`src/lpbm_pkg.sv`:
```
// Shared types and constants for the LRU page buffer manager.
// No dependencies.
`default_nettype none
package lpbm_pkg;
   localparam int FRAMES       = 64;
   localparam int FRAME_BITS   = $clog2(FRAMES);
   localparam int PAGE_ID_BITS = 20;
   localparam int FIX_BITS     = 16;
   localparam int TOTAL_BITS   = 32;
   localparam int FRAME_OUT_BITS = 6;

   localparam logic FUNC_FIX   = 1'b0;
   localparam logic FUNC_UNFIX = 1'b1;

   typedef enum logic [3:0] {
      CMD_NONE,
      CMD_START,
      CMD_SCAN,
      CMD_TAKE_HIT,
      CMD_TAKE_NEW,
      CMD_SET_ERR,
      CMD_FIX_WR,
      CMD_UNFIX_WR,
      CMD_VIC_RD,
      CMD_TAKE_VIC,
      CMD_VIC_WB,
      CMD_INSTALL,
      CMD_ROT_INIT,
      CMD_ROT_RD,
      CMD_ROT_WR,
      CMD_OUT
   } cmd_type;

   typedef struct packed {
      logic func;
      logic match;
      logic scan_last;
      logic used_full;
      logic rot_stop;
   } stat_type;
endpackage
`default_nettype wire

```
`src/lpbm_ctrl.sv`:
```
// Request sequencer for the page buffer manager.
// Depends on lpbm_pkg; drives the datapath by commands.
`default_nettype none
module lpbm_ctrl
   import lpbm_pkg::*;
(
   input  wire logic     clock,
   input  wire logic     reset,
   input  wire logic     req_tvalid,
   output logic          req_tready,
   output logic          rsp_tvalid,
   input  wire logic     rsp_tready,
   input  wire stat_type stat,
   output cmd_type       cmd
);
   typedef enum logic [3:0] {
      ST_IDLE, ST_PRIME, ST_SCAN, ST_CNT_RD, ST_CNT_WR, ST_VRD, ST_VTAKE, ST_VWB,
      ST_INSTALL, ST_ROT_INIT, ST_ROT_RD, ST_ROT_WR, ST_RESP
   } state_type;

   state_type state_ff, state_in;
   logic      rsp_valid_ff;

   assign req_tready = (state_ff == ST_IDLE);
   assign rsp_tvalid = rsp_valid_ff;

   always_comb begin
      state_in = state_ff;
      cmd      = CMD_NONE;
      unique case (state_ff)
         ST_IDLE: if (req_tvalid) begin
            cmd      = CMD_START;
            state_in = ST_PRIME;
         end
         ST_PRIME: begin
            cmd      = CMD_SCAN;
            state_in = ST_SCAN;
         end
         ST_SCAN: begin
            if (stat.match) begin
               cmd      = CMD_TAKE_HIT;
               state_in = ST_CNT_RD;
            end else if (stat.scan_last) begin
               if (stat.func == FUNC_UNFIX) begin
                  cmd      = CMD_SET_ERR;
                  state_in = ST_RESP;
               end else if (stat.used_full) begin
                  state_in = ST_VRD;
               end else begin
                  cmd      = CMD_TAKE_NEW;
                  state_in = ST_INSTALL;
               end
            end else begin
               cmd = CMD_SCAN;
            end
         end
         ST_CNT_RD: state_in = ST_CNT_WR;
         ST_CNT_WR: begin
            if (stat.func == FUNC_UNFIX) begin
               cmd      = CMD_UNFIX_WR;
               state_in = ST_RESP;
            end else begin
               cmd      = CMD_FIX_WR;
               state_in = ST_ROT_INIT;
            end
         end
         ST_VRD: begin
            cmd      = CMD_VIC_RD;
            state_in = ST_VTAKE;
         end
         ST_VTAKE: begin
            cmd      = CMD_TAKE_VIC;
            state_in = ST_VWB;
         end
         ST_VWB: begin
            cmd      = CMD_VIC_WB;
            state_in = ST_INSTALL;
         end
         ST_INSTALL: begin
            cmd      = CMD_INSTALL;
            state_in = ST_ROT_INIT;
         end
         ST_ROT_INIT: begin
            cmd      = CMD_ROT_INIT;
            state_in = ST_ROT_RD;
         end
         ST_ROT_RD: begin
            cmd      = CMD_ROT_RD;
            state_in = ST_ROT_WR;
         end
         ST_ROT_WR: begin
            cmd      = CMD_ROT_WR;
            state_in = stat.rot_stop ? ST_RESP : ST_ROT_RD;
         end
         ST_RESP: if (!rsp_valid_ff || rsp_tready) begin
            cmd      = CMD_OUT;
            state_in = ST_IDLE;
         end
         default: state_in = ST_IDLE;
      endcase
   end

   always_ff @(posedge clock) begin
      if (reset) begin
         state_ff     <= ST_IDLE;
         rsp_valid_ff <= 1'b0;
      end else begin
         state_ff <= state_in;
         if (cmd == CMD_OUT)
            rsp_valid_ff <= 1'b1;
         else if (rsp_tready)
            rsp_valid_ff <= 1'b0;
      end
   end
endmodule
`default_nettype wire

```
`src/lpbm_dpath.sv`:
```
// Frame tables, recency list, fix counts and result register.
// Depends on lpbm_pkg; sequenced by lpbm_ctrl.
`default_nettype none
module lpbm_dpath
   import lpbm_pkg::*;
(
   input  wire logic                      clock,
   input  wire logic                      reset,
   input  wire cmd_type                   cmd,
   input  wire logic                      req_func,
   input  wire logic [PAGE_ID_BITS-1:0]   req_page,
   input  wire logic                      req_wi,
   output stat_type                       stat,
   output logic [FRAME_OUT_BITS-1:0]      out_frame,
   output logic                           out_hit,
   output logic                           out_load,
   output logic                           out_wb,
   output logic [PAGE_ID_BITS-1:0]        out_evp,
   output logic                           out_status
);
   localparam logic [FRAME_BITS-1:0] LAST = FRAME_BITS'(FRAMES - 1);

   logic [PAGE_ID_BITS-1:0] page_mem [FRAMES];
   logic [FRAME_BITS-1:0]   ord_mem  [FRAMES];
   logic [FIX_BITS-1:0]     cnt_mem  [FRAMES];

   logic [FRAMES-1:0]       valid_ff, dirty_ff;
   logic [FRAME_BITS:0]     used_ff;
   logic [TOTAL_BITS-1:0]   hit_total_ff, miss_total_ff;

   logic                    func_ff, wi_ff;
   logic [PAGE_ID_BITS-1:0] pid_ff;
   logic [FRAME_BITS-1:0]   sa_ff, sidx_ff, f_ff, pos_ff, ri_ff, carry_ff;
   logic                    cmp_ff, pv_ff;
   logic [PAGE_ID_BITS-1:0] page_q_ff;
   logic [FRAME_BITS-1:0]   ord_q_ff;
   logic [FIX_BITS-1:0]     cnt_q_ff;
   logic                    hit_ff, load_ff, wb_ff, status_ff;
   logic [PAGE_ID_BITS-1:0] evp_ff;

   logic [FRAME_BITS-1:0]   page_ra, ord_ra;

   assign page_ra = (cmd == CMD_TAKE_VIC) ? ord_q_ff : sa_ff;
   assign ord_ra  = (cmd == CMD_VIC_RD) ? LAST : ri_ff;

   assign stat.func      = func_ff;
   assign stat.match     = pv_ff && (page_q_ff == pid_ff);
   assign stat.scan_last = (sidx_ff == LAST);
   assign stat.used_full = (used_ff == (FRAME_BITS+1)'(FRAMES));
   assign stat.rot_stop  = (cmp_ff && (ord_q_ff == f_ff)) || (ri_ff == pos_ff);

   always_ff @(posedge clock) begin
      page_q_ff <= page_mem[page_ra];
      pv_ff     <= valid_ff[page_ra];
      if (cmd == CMD_INSTALL)
         page_mem[f_ff] <= pid_ff;
   end

   always_ff @(posedge clock) begin
      ord_q_ff <= ord_mem[ord_ra];
      if (cmd == CMD_ROT_WR)
         ord_mem[ri_ff] <= carry_ff;
   end

   always_ff @(posedge clock) begin
      cnt_q_ff <= cnt_mem[f_ff];
      case (cmd)
         CMD_INSTALL:  cnt_mem[f_ff] <= FIX_BITS'(1);
         CMD_FIX_WR:   cnt_mem[f_ff] <= (cnt_q_ff == '1) ? cnt_q_ff : cnt_q_ff + 1'b1;
         CMD_UNFIX_WR: cnt_mem[f_ff] <= (cnt_q_ff == '0) ? cnt_q_ff : cnt_q_ff - 1'b1;
         default: ;
      endcase
   end

   always_ff @(posedge clock) begin
      if (reset) begin
         valid_ff      <= '0;
         dirty_ff      <= '0;
         used_ff       <= '0;
         hit_total_ff  <= '0;
         miss_total_ff <= '0;
      end else begin
         if (cmd == CMD_INSTALL) begin
            valid_ff[f_ff] <= 1'b1;
            dirty_ff[f_ff] <= wi_ff;
            miss_total_ff  <= miss_total_ff + 1'b1;
            if (!stat.used_full)
               used_ff <= used_ff + 1'b1;
         end
         if (cmd == CMD_FIX_WR)
            hit_total_ff <= hit_total_ff + 1'b1;
      end
   end

   always_ff @(posedge clock) begin
      case (cmd)
         CMD_START: begin
            func_ff   <= req_func;
            pid_ff    <= req_page;
            wi_ff     <= req_wi;
            sa_ff     <= '0;
            f_ff      <= '0;
            hit_ff    <= 1'b0;
            load_ff   <= 1'b0;
            wb_ff     <= 1'b0;
            evp_ff    <= '0;
            status_ff <= 1'b0;
         end
         CMD_SCAN: begin
            sidx_ff <= sa_ff;
            sa_ff   <= sa_ff + 1'b1;
         end
         CMD_TAKE_HIT: begin
            f_ff   <= sidx_ff;
            hit_ff <= 1'b1;
            cmp_ff <= 1'b1;
            pos_ff <= LAST;
         end
         CMD_TAKE_NEW: begin
            f_ff    <= used_ff[FRAME_BITS-1:0];
            pos_ff  <= used_ff[FRAME_BITS-1:0];
            cmp_ff  <= 1'b0;
            load_ff <= 1'b1;
         end
         CMD_SET_ERR: status_ff <= 1'b1;
         CMD_TAKE_VIC: begin
            f_ff    <= ord_q_ff;
            pos_ff  <= LAST;
            cmp_ff  <= 1'b0;
            load_ff <= 1'b1;
         end
         CMD_VIC_WB: if (valid_ff[f_ff] && dirty_ff[f_ff]) begin
            wb_ff  <= 1'b1;
            evp_ff <= page_q_ff;
         end
         CMD_ROT_INIT: begin
            ri_ff    <= '0;
            carry_ff <= f_ff;
         end
         CMD_ROT_WR: begin
            carry_ff <= ord_q_ff;
            ri_ff    <= ri_ff + 1'b1;
         end
         CMD_OUT: begin
            out_frame  <= FRAME_OUT_BITS'(f_ff);
            out_hit    <= hit_ff;
            out_load   <= load_ff;
            out_wb     <= wb_ff;
            out_evp    <= evp_ff;
            out_status <= status_ff;
         end
         default: ;
      endcase
   end
endmodule
`default_nettype wire

```
`src/lru_page_buffer_manager_core.sv`:
```
// Top level of the LRU page buffer manager.
// Depends on lpbm_pkg, lpbm_ctrl and lpbm_dpath.
`default_nettype none
// One request at a time. A request scans the 64 frame tags one per cycle
// (stopping at a hit), then a fix walks the recency list, with a read and
// a write state per position, up to the touched frame. The scan of the tag
// memory and the walk of the recency memory set how long a request takes.
// The result waits in an output register; the next request is taken once
// it is queued.
module lru_page_buffer_manager_core
   import lpbm_pkg::*;
(
   input  wire logic        clock,
   input  wire logic        reset,
   input  wire logic        req_tvalid,
   output logic             req_tready,
   input  wire logic [23:0] req_tdata,  // page_id[19:0], write_intent[20], zeros
   input  wire logic        req_tuser,  // func
   output logic             rsp_tvalid,
   input  wire logic        rsp_tready,
   output logic [31:0]      rsp_tdata   // frame[5:0], hit, load_needed, writeback,
                                        // evicted_page[28:9], status[29], zeros
);
   cmd_type  cmd;
   stat_type stat;
   logic [FRAME_OUT_BITS-1:0] frame;
   logic                      hit, load, wb, status;
   logic [PAGE_ID_BITS-1:0]   evp;

   lpbm_ctrl u_ctrl (
      .clock, .reset, .req_tvalid, .req_tready, .rsp_tvalid, .rsp_tready,
      .stat, .cmd
   );

   lpbm_dpath u_dpath (
      .clock, .reset, .cmd,
      .req_func  (req_tuser),
      .req_page  (req_tdata[PAGE_ID_BITS-1:0]),
      .req_wi    (req_tdata[PAGE_ID_BITS]),
      .stat,
      .out_frame (frame),
      .out_hit   (hit),
      .out_load  (load),
      .out_wb    (wb),
      .out_evp   (evp),
      .out_status(status)
   );

   assign rsp_tdata = {2'b00, status, evp, wb, load, hit, frame};

   a_wb_needs_load: assert property (@(posedge clock) disable iff (reset)
      rsp_tvalid && wb |-> load) else $error("writeback without load");
   a_hit_not_load: assert property (@(posedge clock) disable iff (reset)
      rsp_tvalid && hit |-> !load && !status) else $error("hit with load or error");
   a_err_clean: assert property (@(posedge clock) disable iff (reset)
      rsp_tvalid && status |-> frame == '0 && !load) else $error("error result not clean");
   a_one_at_a_time: assert property (@(posedge clock) disable iff (reset)
      req_tvalid && req_tready |=> !req_tready) else $error("second request taken");
endmodule
`default_nettype wire

```
`config.mk`:
```
export PLATFORM = sky130hd
export DESIGN_NAME = lru_page_buffer_manager_core
export DESIGN_NICKNAME = d
export VERILOG_FILES = /design/src/lpbm_pkg.sv /design/src/lpbm_ctrl.sv /design/src/lpbm_dpath.sv /design/src/lru_page_buffer_manager_core.sv
export SDC_FILE = /design/constraint.sdc
export NUM_CORES = 2
export LEC_CHECK = 0
export ABC_AREA = 1
export BUFFER_PORTS_ARGS = -buffer_cell sky130_fd_sc_hd__buf_2
export CORE_MARGIN = 2
export CORE_UTILIZATION = 50
export CTS_CLUSTER_SIZE = 30
export DETAILED_ROUTE_END_ITERATION = 10
export PLACE_DENSITY = 0.66
export REMOVE_ABC_BUFFERS = 1
export SLEW_MARGIN = 10
export SYNTH_ARGS = -nofsm -noshare
export SYNTH_HDL_FRONTEND = slang
export SYNTH_SLANG_ARGS = --single-unit
```
`constraint.sdc`:
```
create_clock -name clock -period 3.9 [get_ports clock]
set_clock_uncertainty 0.2 [all_clocks]
set_input_delay 0.585 -clock clock [delete_from_list [all_inputs] [get_ports clock]]
set_output_delay 0.585 -clock clock [all_outputs]
set_load 0.01 [all_outputs]
```
; Word level (Yosys, flattened, before mapping)
; Memories as Yosys holds them, arrays and structs flattened. A register that Yosys moved wholly into a read port is not among the register bits.
; Index checks and enable logic that the tools add are counted.
; W data, S select, Z words.
[totals]
reg_bits = 254
ramBits = 1664
n_memories = 2
output_inout_bits = 34
wordCells = 140
input_bits = 29
[classes]
magnitude_cmp = 3
bitwise = 2
reduce_logical = 23
mux = 47
eq_ne = 33
addsub = 3
[memory_table]
columns = memory, words, word_bits, rd, rd_ports_with_merged_regs, wr, line
row1 = u_dpath.page_mem, 64, 20, 1, 1, 1, lpbm_dpath.sv:23  ; logic [PAGE_ID_BITS-1:0] page_mem [FRAMES];
row2 = u_dpath.ord_mem, 64, 6, 1, 1, 1, lpbm_dpath.sv:24  ; logic [FRAME_BITS-1:0] ord_mem [FRAMES];
[ops]
columns = operator, n
row1 = $bwmux W64, 1
row2 = $or A64 B64 Y64, 1
row3 = $pmux W4 S13, 1
row4 = $eq A4 B4 Y1 const B, 12
row5 = $pmux W4 S12, 1
row6 = $pmux W6 S2, 4
row7 = $mux W4, 10
row8 = $pmux W20 S2, 1
row9 = $eq A4 B3 Y1 const B, 6
row10 = $pmux W6 S4, 1
row11 = $eq A20 B20 Y1, 1
row12 = $mux W20, 1
row13 = $bmux W1 S6, 3
row14 = $reduce_bool A2 Y1, 9
row15 = $eq A4 B2 Y1 const B, 4
row16 = $lt A6 B7 Y1 const B, 2
row17 = $mux W1, 13
row18 = $add A6 B1 Y6 const B, 2
row19 = $eq A6 B6 Y1, 2
row20 = $mux W6, 2
row21 = $pmux W1 S2, 5
row22 = $mux W3, 3
row23 = $eq A4 B1 Y1 const B, 2
row24 = $add A7 B1 Y7 const B, 1
row25 = other kinds (16), 23

; Logic depth before layout (Yosys ltp)
[depth]
ltp_word = 10
ltp_mapped = 15
ltp_nobuf = 15

; Cells and area by module
; A second synthesis with hierarchy kept.
[unflattened]
cells_unflattened = 8047
hier_area_um2 = 83802.9
[by_module_without_submodules]
columns = module, area_per_inst_um2, instances, seq_area_each_um2, cells_each
row1 = lpbm_dpath, 83222.3, 1, 56604.3, 7945
row2 = lpbm_ctrl, 531.8, 1, 100.1, 95
row3 = lru_page_buffer_manager_core, 48.8, 1, 0.0, 7

; Least setup slack after synthesis
; OpenSTA, ideal clock, no wires.
[synth_timing]
path_kind = flip-flop to flip-flop
start = register u_dpath.pid_ff[15]
end = register u_dpath.sa_ff[0] (enable)
period_less_slack_ps = 3315
n_path_buf = 0
setup_ps = 319
stages_incl_launch_ff = 15
t_arrival_ps = 2796
setup_slack_ps = 585
required_time_ps = 3381
cell_sequence = edfxtp_1 -> inv_1 -> nand2_1 -> nand2_1 -> nor2_1 -> nand2_1 -> nor2_1 -> nand3_1 -> nand2_1 -> nand2_1 -> nand2_1 -> nand3_1 -> nor2_1 -> inv_1 -> nand2_1
[synth_between]
elab_chain_cells = 6
word_cells_on_any_way = 7
cone_classes = eq/ne: 3 / mux: 2 / reduce/logical: 2
[synth_lines]
columns = element, line
row1 = from (decl), lpbm_dpath.sv:32  ; logic [PAGE_ID_BITS-1:0] pid_ff;
row2 = from (signal assigned), lpbm_dpath.sv:99  ; pid_ff <= req_page;
row3 = $eq A20 B20 Y1 *, lpbm_dpath.sv:47  ; assign stat.match = pv_ff && (page_q_ff == pid_ff);
row4 = $logic_and A1 B1 Y1 *, lpbm_dpath.sv:47
row5 = $mux W4 *, lpbm_ctrl.sv:40  ; if (stat.match) begin
row6 = $pmux W4 S12 *, lpbm_ctrl.sv:30  ; unique case (state_ff)
row7 = $eq A4 B2 Y1 or $eq A4 B1 Y1 (tied branches), lpbm_dpath.sv:96  ; case (cmd)
row8 = $reduce_bool A2 Y1 (no source line) *, --
row9 = to (signal assigned), lpbm_dpath.sv:111  ; sa_ff <= sa_ff + 1'b1;
row10 = to (decl), lpbm_dpath.sv:33  ; logic [FRAME_BITS-1:0] sa_ff, sidx_ff, f_ff, pos_ff, ri_ff, carry_ff;
; Every way passes the cells marked *; elsewhere a longest branch is shown, timed or not.
; A chain may end at the register's enable or synchronous reset.

; Worst setup path in the final report
[layout_timing]
start = register u_dpath.pid_ff[19]
end = register u_dpath.f_ff[4] (enable)
[layout_between]
elab_chain_cells = 6
word_cells_on_any_way = 9
cone_classes = eq/ne: 5 / mux: 2 / reduce/logical: 2
[layout_lines]
columns = element, line
row1 = $eq A20 B20 Y1 *, lpbm_dpath.sv:47
row2 = $logic_and A1 B1 Y1 *, lpbm_dpath.sv:47
row3 = $mux W4 *, lpbm_ctrl.sv:40
row4 = $pmux W4 S12 *, lpbm_ctrl.sv:30
row5 = "$eq A4 B2 Y1, or another cell as far along", lpbm_dpath.sv:96
row6 = $reduce_bool A4 Y1 (no source line) *, --
row7 = to (signal assigned), lpbm_dpath.sv:114  ; f_ff <= sidx_ff;
row8 = to (signal assigned), lpbm_dpath.sv:120  ; f_ff <= used_ff[FRAME_BITS-1:0];
row9 = to (signal assigned), lpbm_dpath.sv:127  ; f_ff <= ord_q_ff;
row10 = to (decl), lpbm_dpath.sv:33
; Marked as above.

==> impl_metrics.tcl <==
set metrics [dict create \
    dr.pass1.iters 11 \
    power_frac_seq_pct 40.0 \
    synth.distinct_cells 39 \
    rsz0062_at_grt "false" \
    ios 63 \
    fin_nets 8175 \
    mostFrequentLayoutCell "nand2_1" \
    cts-buffers-inserted 195 \
    switching_share_pct 35.6 \
    cp_slowest_cell "edfxtp_1" \
    ir_drop_mv 0.567 \
    drc 6 \
    hpwl_mm 135 \
    worst_slack_ps 117 \
    crit_family "simple AND/OR/NAND/NOR gates" \
    internal_power_uw 39300 \
    timing.final.crit_period_ps 3780 \
    crit_type "reg2reg" \
    grt_start_max_net_pins 154 \
    grt.overflow.total 0 \
    leakagePower_uw 0.0376 \
    max_freq_mhz 264 \
    dp.cells 10100 \
    n_fill_cell 13500 \
    end_kind "flip-flop" \
    post-route-period-util_pct 97.0 \
    ys_ff_latch 1944 \
    chipHeight_um 412 \
    max-cap-violations 0 \
    hp-class "reg2reg" \
    path_clk_slew_ps 70 \
    power_density_nw_per_um2 653 \
    finalWirelength_mm 229 \
    clkPwrFrac_pct 30.3 \
    pre_cts_ws_ps 286 \
    drive_gt1_share_pct 8.54 \
    slew_headroom_pct 17.0 \
    cts_num_sinks 1944 \
    h-tree-depth 4 \
    crit_fanout 25 \
    p_switching_uw 21700 \
    status "finished with violations" \
    worstPathArrival_ps 4100 \
    cts_root_buffer "clkbuf_16" \
    critPathMaxStageDelay_ps 840 \
    crit_chain "buf_4 -> inv_1 -> nand2_1 -> nand2_1 -> nor2_1 -> nand2_1 -> nor2_1 -> nand3_1 -> buf_4 -> nand2_1 -> nand2_1 -> nand2_1 -> nand2_1 -> nor2_2 -> nor2_1 -> nand2_1" \
    synthCells 8017 \
    core_um2 165000 \
    start_util_pct 50.3 \
    syn-mean-instance-area_um2 10.4 \
    final_cell_mix "2181 x nand2_1, 1777 x edfxtp_1, 1299 x nand3_1" \
    place.gp.congestion 0.931 \
    row_count 149 \
    area_delta_synth_final_pct 12.5 \
    syn-cell-area_um2 83000 \
    setup_viol 0 \
    share_comb_of_total_power_pct 29.7 \
    max_slew.worst_pin.slew_ps 1240 \
    finalHoldViolations 0 \
    final_cells 10500 \
    dr.first_iter.drc_count 6299 \
    port_buffers 57 \
    seq_area_frac_synth_pct 68.3 \
    vias_per_cell 5.49 \
    critPathRequiredTime_ps 4220 \
    slew_violations 0 \
    dr_total_vias 57700 \
    clock_latency_ps 870 \
    tritoncts "done" \
    violations "design-rule violations" \
    cts_buffer_depth 3 \
    antenna_found_initial 13 \
    grt_usage_pct 26.7 \
    grt_pass1_wl_mm 338 \
    cpMostUsedCell "nand2_1" \
    yosys_warnings 0 \
    grt_pass1_vias 54400 \
    ant_nets 0 \
    cp.buffers_inverters 3 \
    die_w_um 412 \
    die_area_um2 169000 \
    post_drt_wl_per_cell_um 21.8 \
    critPathLaunchType "flip-flop" \
]
per-layer routing:
| metal | global-route usage [%] | part of all wire [%] | up-vias |
|---|---|---|---|
| li1 | - | - | 26800 |
| met1 | 37.0 | 40 | 27500 |
| met2 | 42.1 | 46 | 2814 |
| met3 | 5.49 | 10 | 468 |
| met4 | 9.60 | 3.5 | 12 |
| met5 | 0 | 0.034 | - |
registers in the layout (all words and copies together) (netlist names), 7 cells and up:
| register | count |
|---|---|
| u_dpath.dirty_ff | 64 |
| u_dpath.page_mem | 1280 |
| u_dpath.used_ff | 7 |
| u_dpath.pid_ff | 20 |
| u_dpath.ord_mem | 384 |
| u_dpath.out_evp | 20 |
| u_dpath.page_q_ff | 20 |
| u_dpath.valid_ff | 64 |
| u_dpath.evp_ff | 20 |
stage by stage:
step / area (um^2) / total power (uW) / util (%) / setup TNS [ps] / hold WS [ps]
after floorplan: 81000 / 34400 / - / -247220 / 200
after global placement: 86800 / 42400 / 52.6 / 0 / 206
after detailed placement: 86800 / 42600 / 52.6 / 0 / 205
after CTS: 93400 / 61000 / 56.6 / 0 / 210
after global routing: 93400 / 63400 / 56.6 / 0 / 223
final: 93400 / 61000 / 56.6 / 0 / 219
cell type report:
type	count	area, um^2	area share (%)
clock buffers	261	5280	5.65
diodes	3	7.51	0.00804
multi-input cells	4440	19900	21.3
clock inverters	100	1080	1.15
repair buffers	349	3110	3.33
flip-flops and latches	1944	56700	60.7
inverters	1212	4560	4.88
well taps	2189	2740	2.93
synthesized netlist by cell type:
cell type / instances / area [um^2]
inv_1: 1196 / 4490
buf_6: 4 / 45.0
edfxtp_1: 1777 / 53400
conb_1: 1 / 3.75
o21a_1: 1 / 7.51
o21ai_0: 158 / 791
nor2_4: 1 / 11.3
or2_1: 1 / 6.26
clkinv_1: 3 / 11.3
or2_2: 12 / 75.1
nor2_2: 4 / 25.0
nand4_1: 20 / 125
nand2_1: 2183 / 8190
nor3b_1: 3 / 22.5
clkbuf_1: 134 / 503
nor2_1: 380 / 1430
buf_1: 15 / 56.3
o31ai_1: 1 / 7.51
xnor2_1: 5 / 43.8
inv_2: 13 / 48.8
dfxtp_1: 167 / 3340
nand2_2: 6 / 37.5
a21oi_1: 101 / 505
a21oi_2: 2 / 17.5
o2111ai_1: 1 / 8.76
o22a_1: 2 / 17.5
ha_1: 4 / 50.1
nor4_1: 1 / 6.26
xor2_1: 7 / 61.3
buf_4: 56 / 420
nand3b_1: 24 / 180
buf_2: 213 / 1070
nand3_1: 1299 / 6500
o211ai_1: 156 / 1170
o21ai_2: 1 / 8.76
nor3_1: 25 / 125
a2111oi_0: 1 / 8.76
o22ai_1: 31 / 194
a22oi_1: 8 / 60.1
power by group through the flow:
stage	Clock [uW]	Sequential, uW	Combinational (uW)
detailed placement	0	24800	17700
finish	18500	24400	18100
global route	19500	24500	19500
global placement	0	24800	17500
floorplan	0	25100	9200
CTS	18700	24400	17900
kinds of logic (layout without fill, tap and decap cells):
group	after synthesis	after routing	synth area share, %
XOR/XNOR	12	12	0.127
flip-flops	1944	1944	68.3
adder cells (fa/ha/maj)	4	4	0.0603
buffers and inverters	1634	1922	8.00
other	1	5	0.00452
AND/OR/NAND/NOR	3959	3959	20.2
AO/OA/AOI/OAI	463	463	3.37
final timing paths:
kind	startpoint	end	slack, ps	cells past startpoint
setup / recovery	u_dpath.pid_ff[19]$_DFFE_PP_	u_dpath.f_ff[4]$_SDFFCE_PN0P_	120	16
setup reg to reg	u_dpath.pid_ff[19]$_DFFE_PP_	u_dpath.f_ff[4]$_SDFFCE_PN0P_	120	16
hold / removal	u_dpath.evp_ff[7]$_SDFFCE_PN0P_	u_dpath.out_evp[7]$_DFFE_PP_	220	0
hold reg to reg	u_dpath.evp_ff[7]$_SDFFCE_PN0P_	u_dpath.out_evp[7]$_DFFE_PP_	220	0
what timing repair did:
action | CTS | global route
hold buffers | 24 | 0
gates resized for setup | 0 | 0
buffers inserted | 0 | 0
endpoints found under the hold margin | 26 | 0
(Power assumes the default switching activity.)
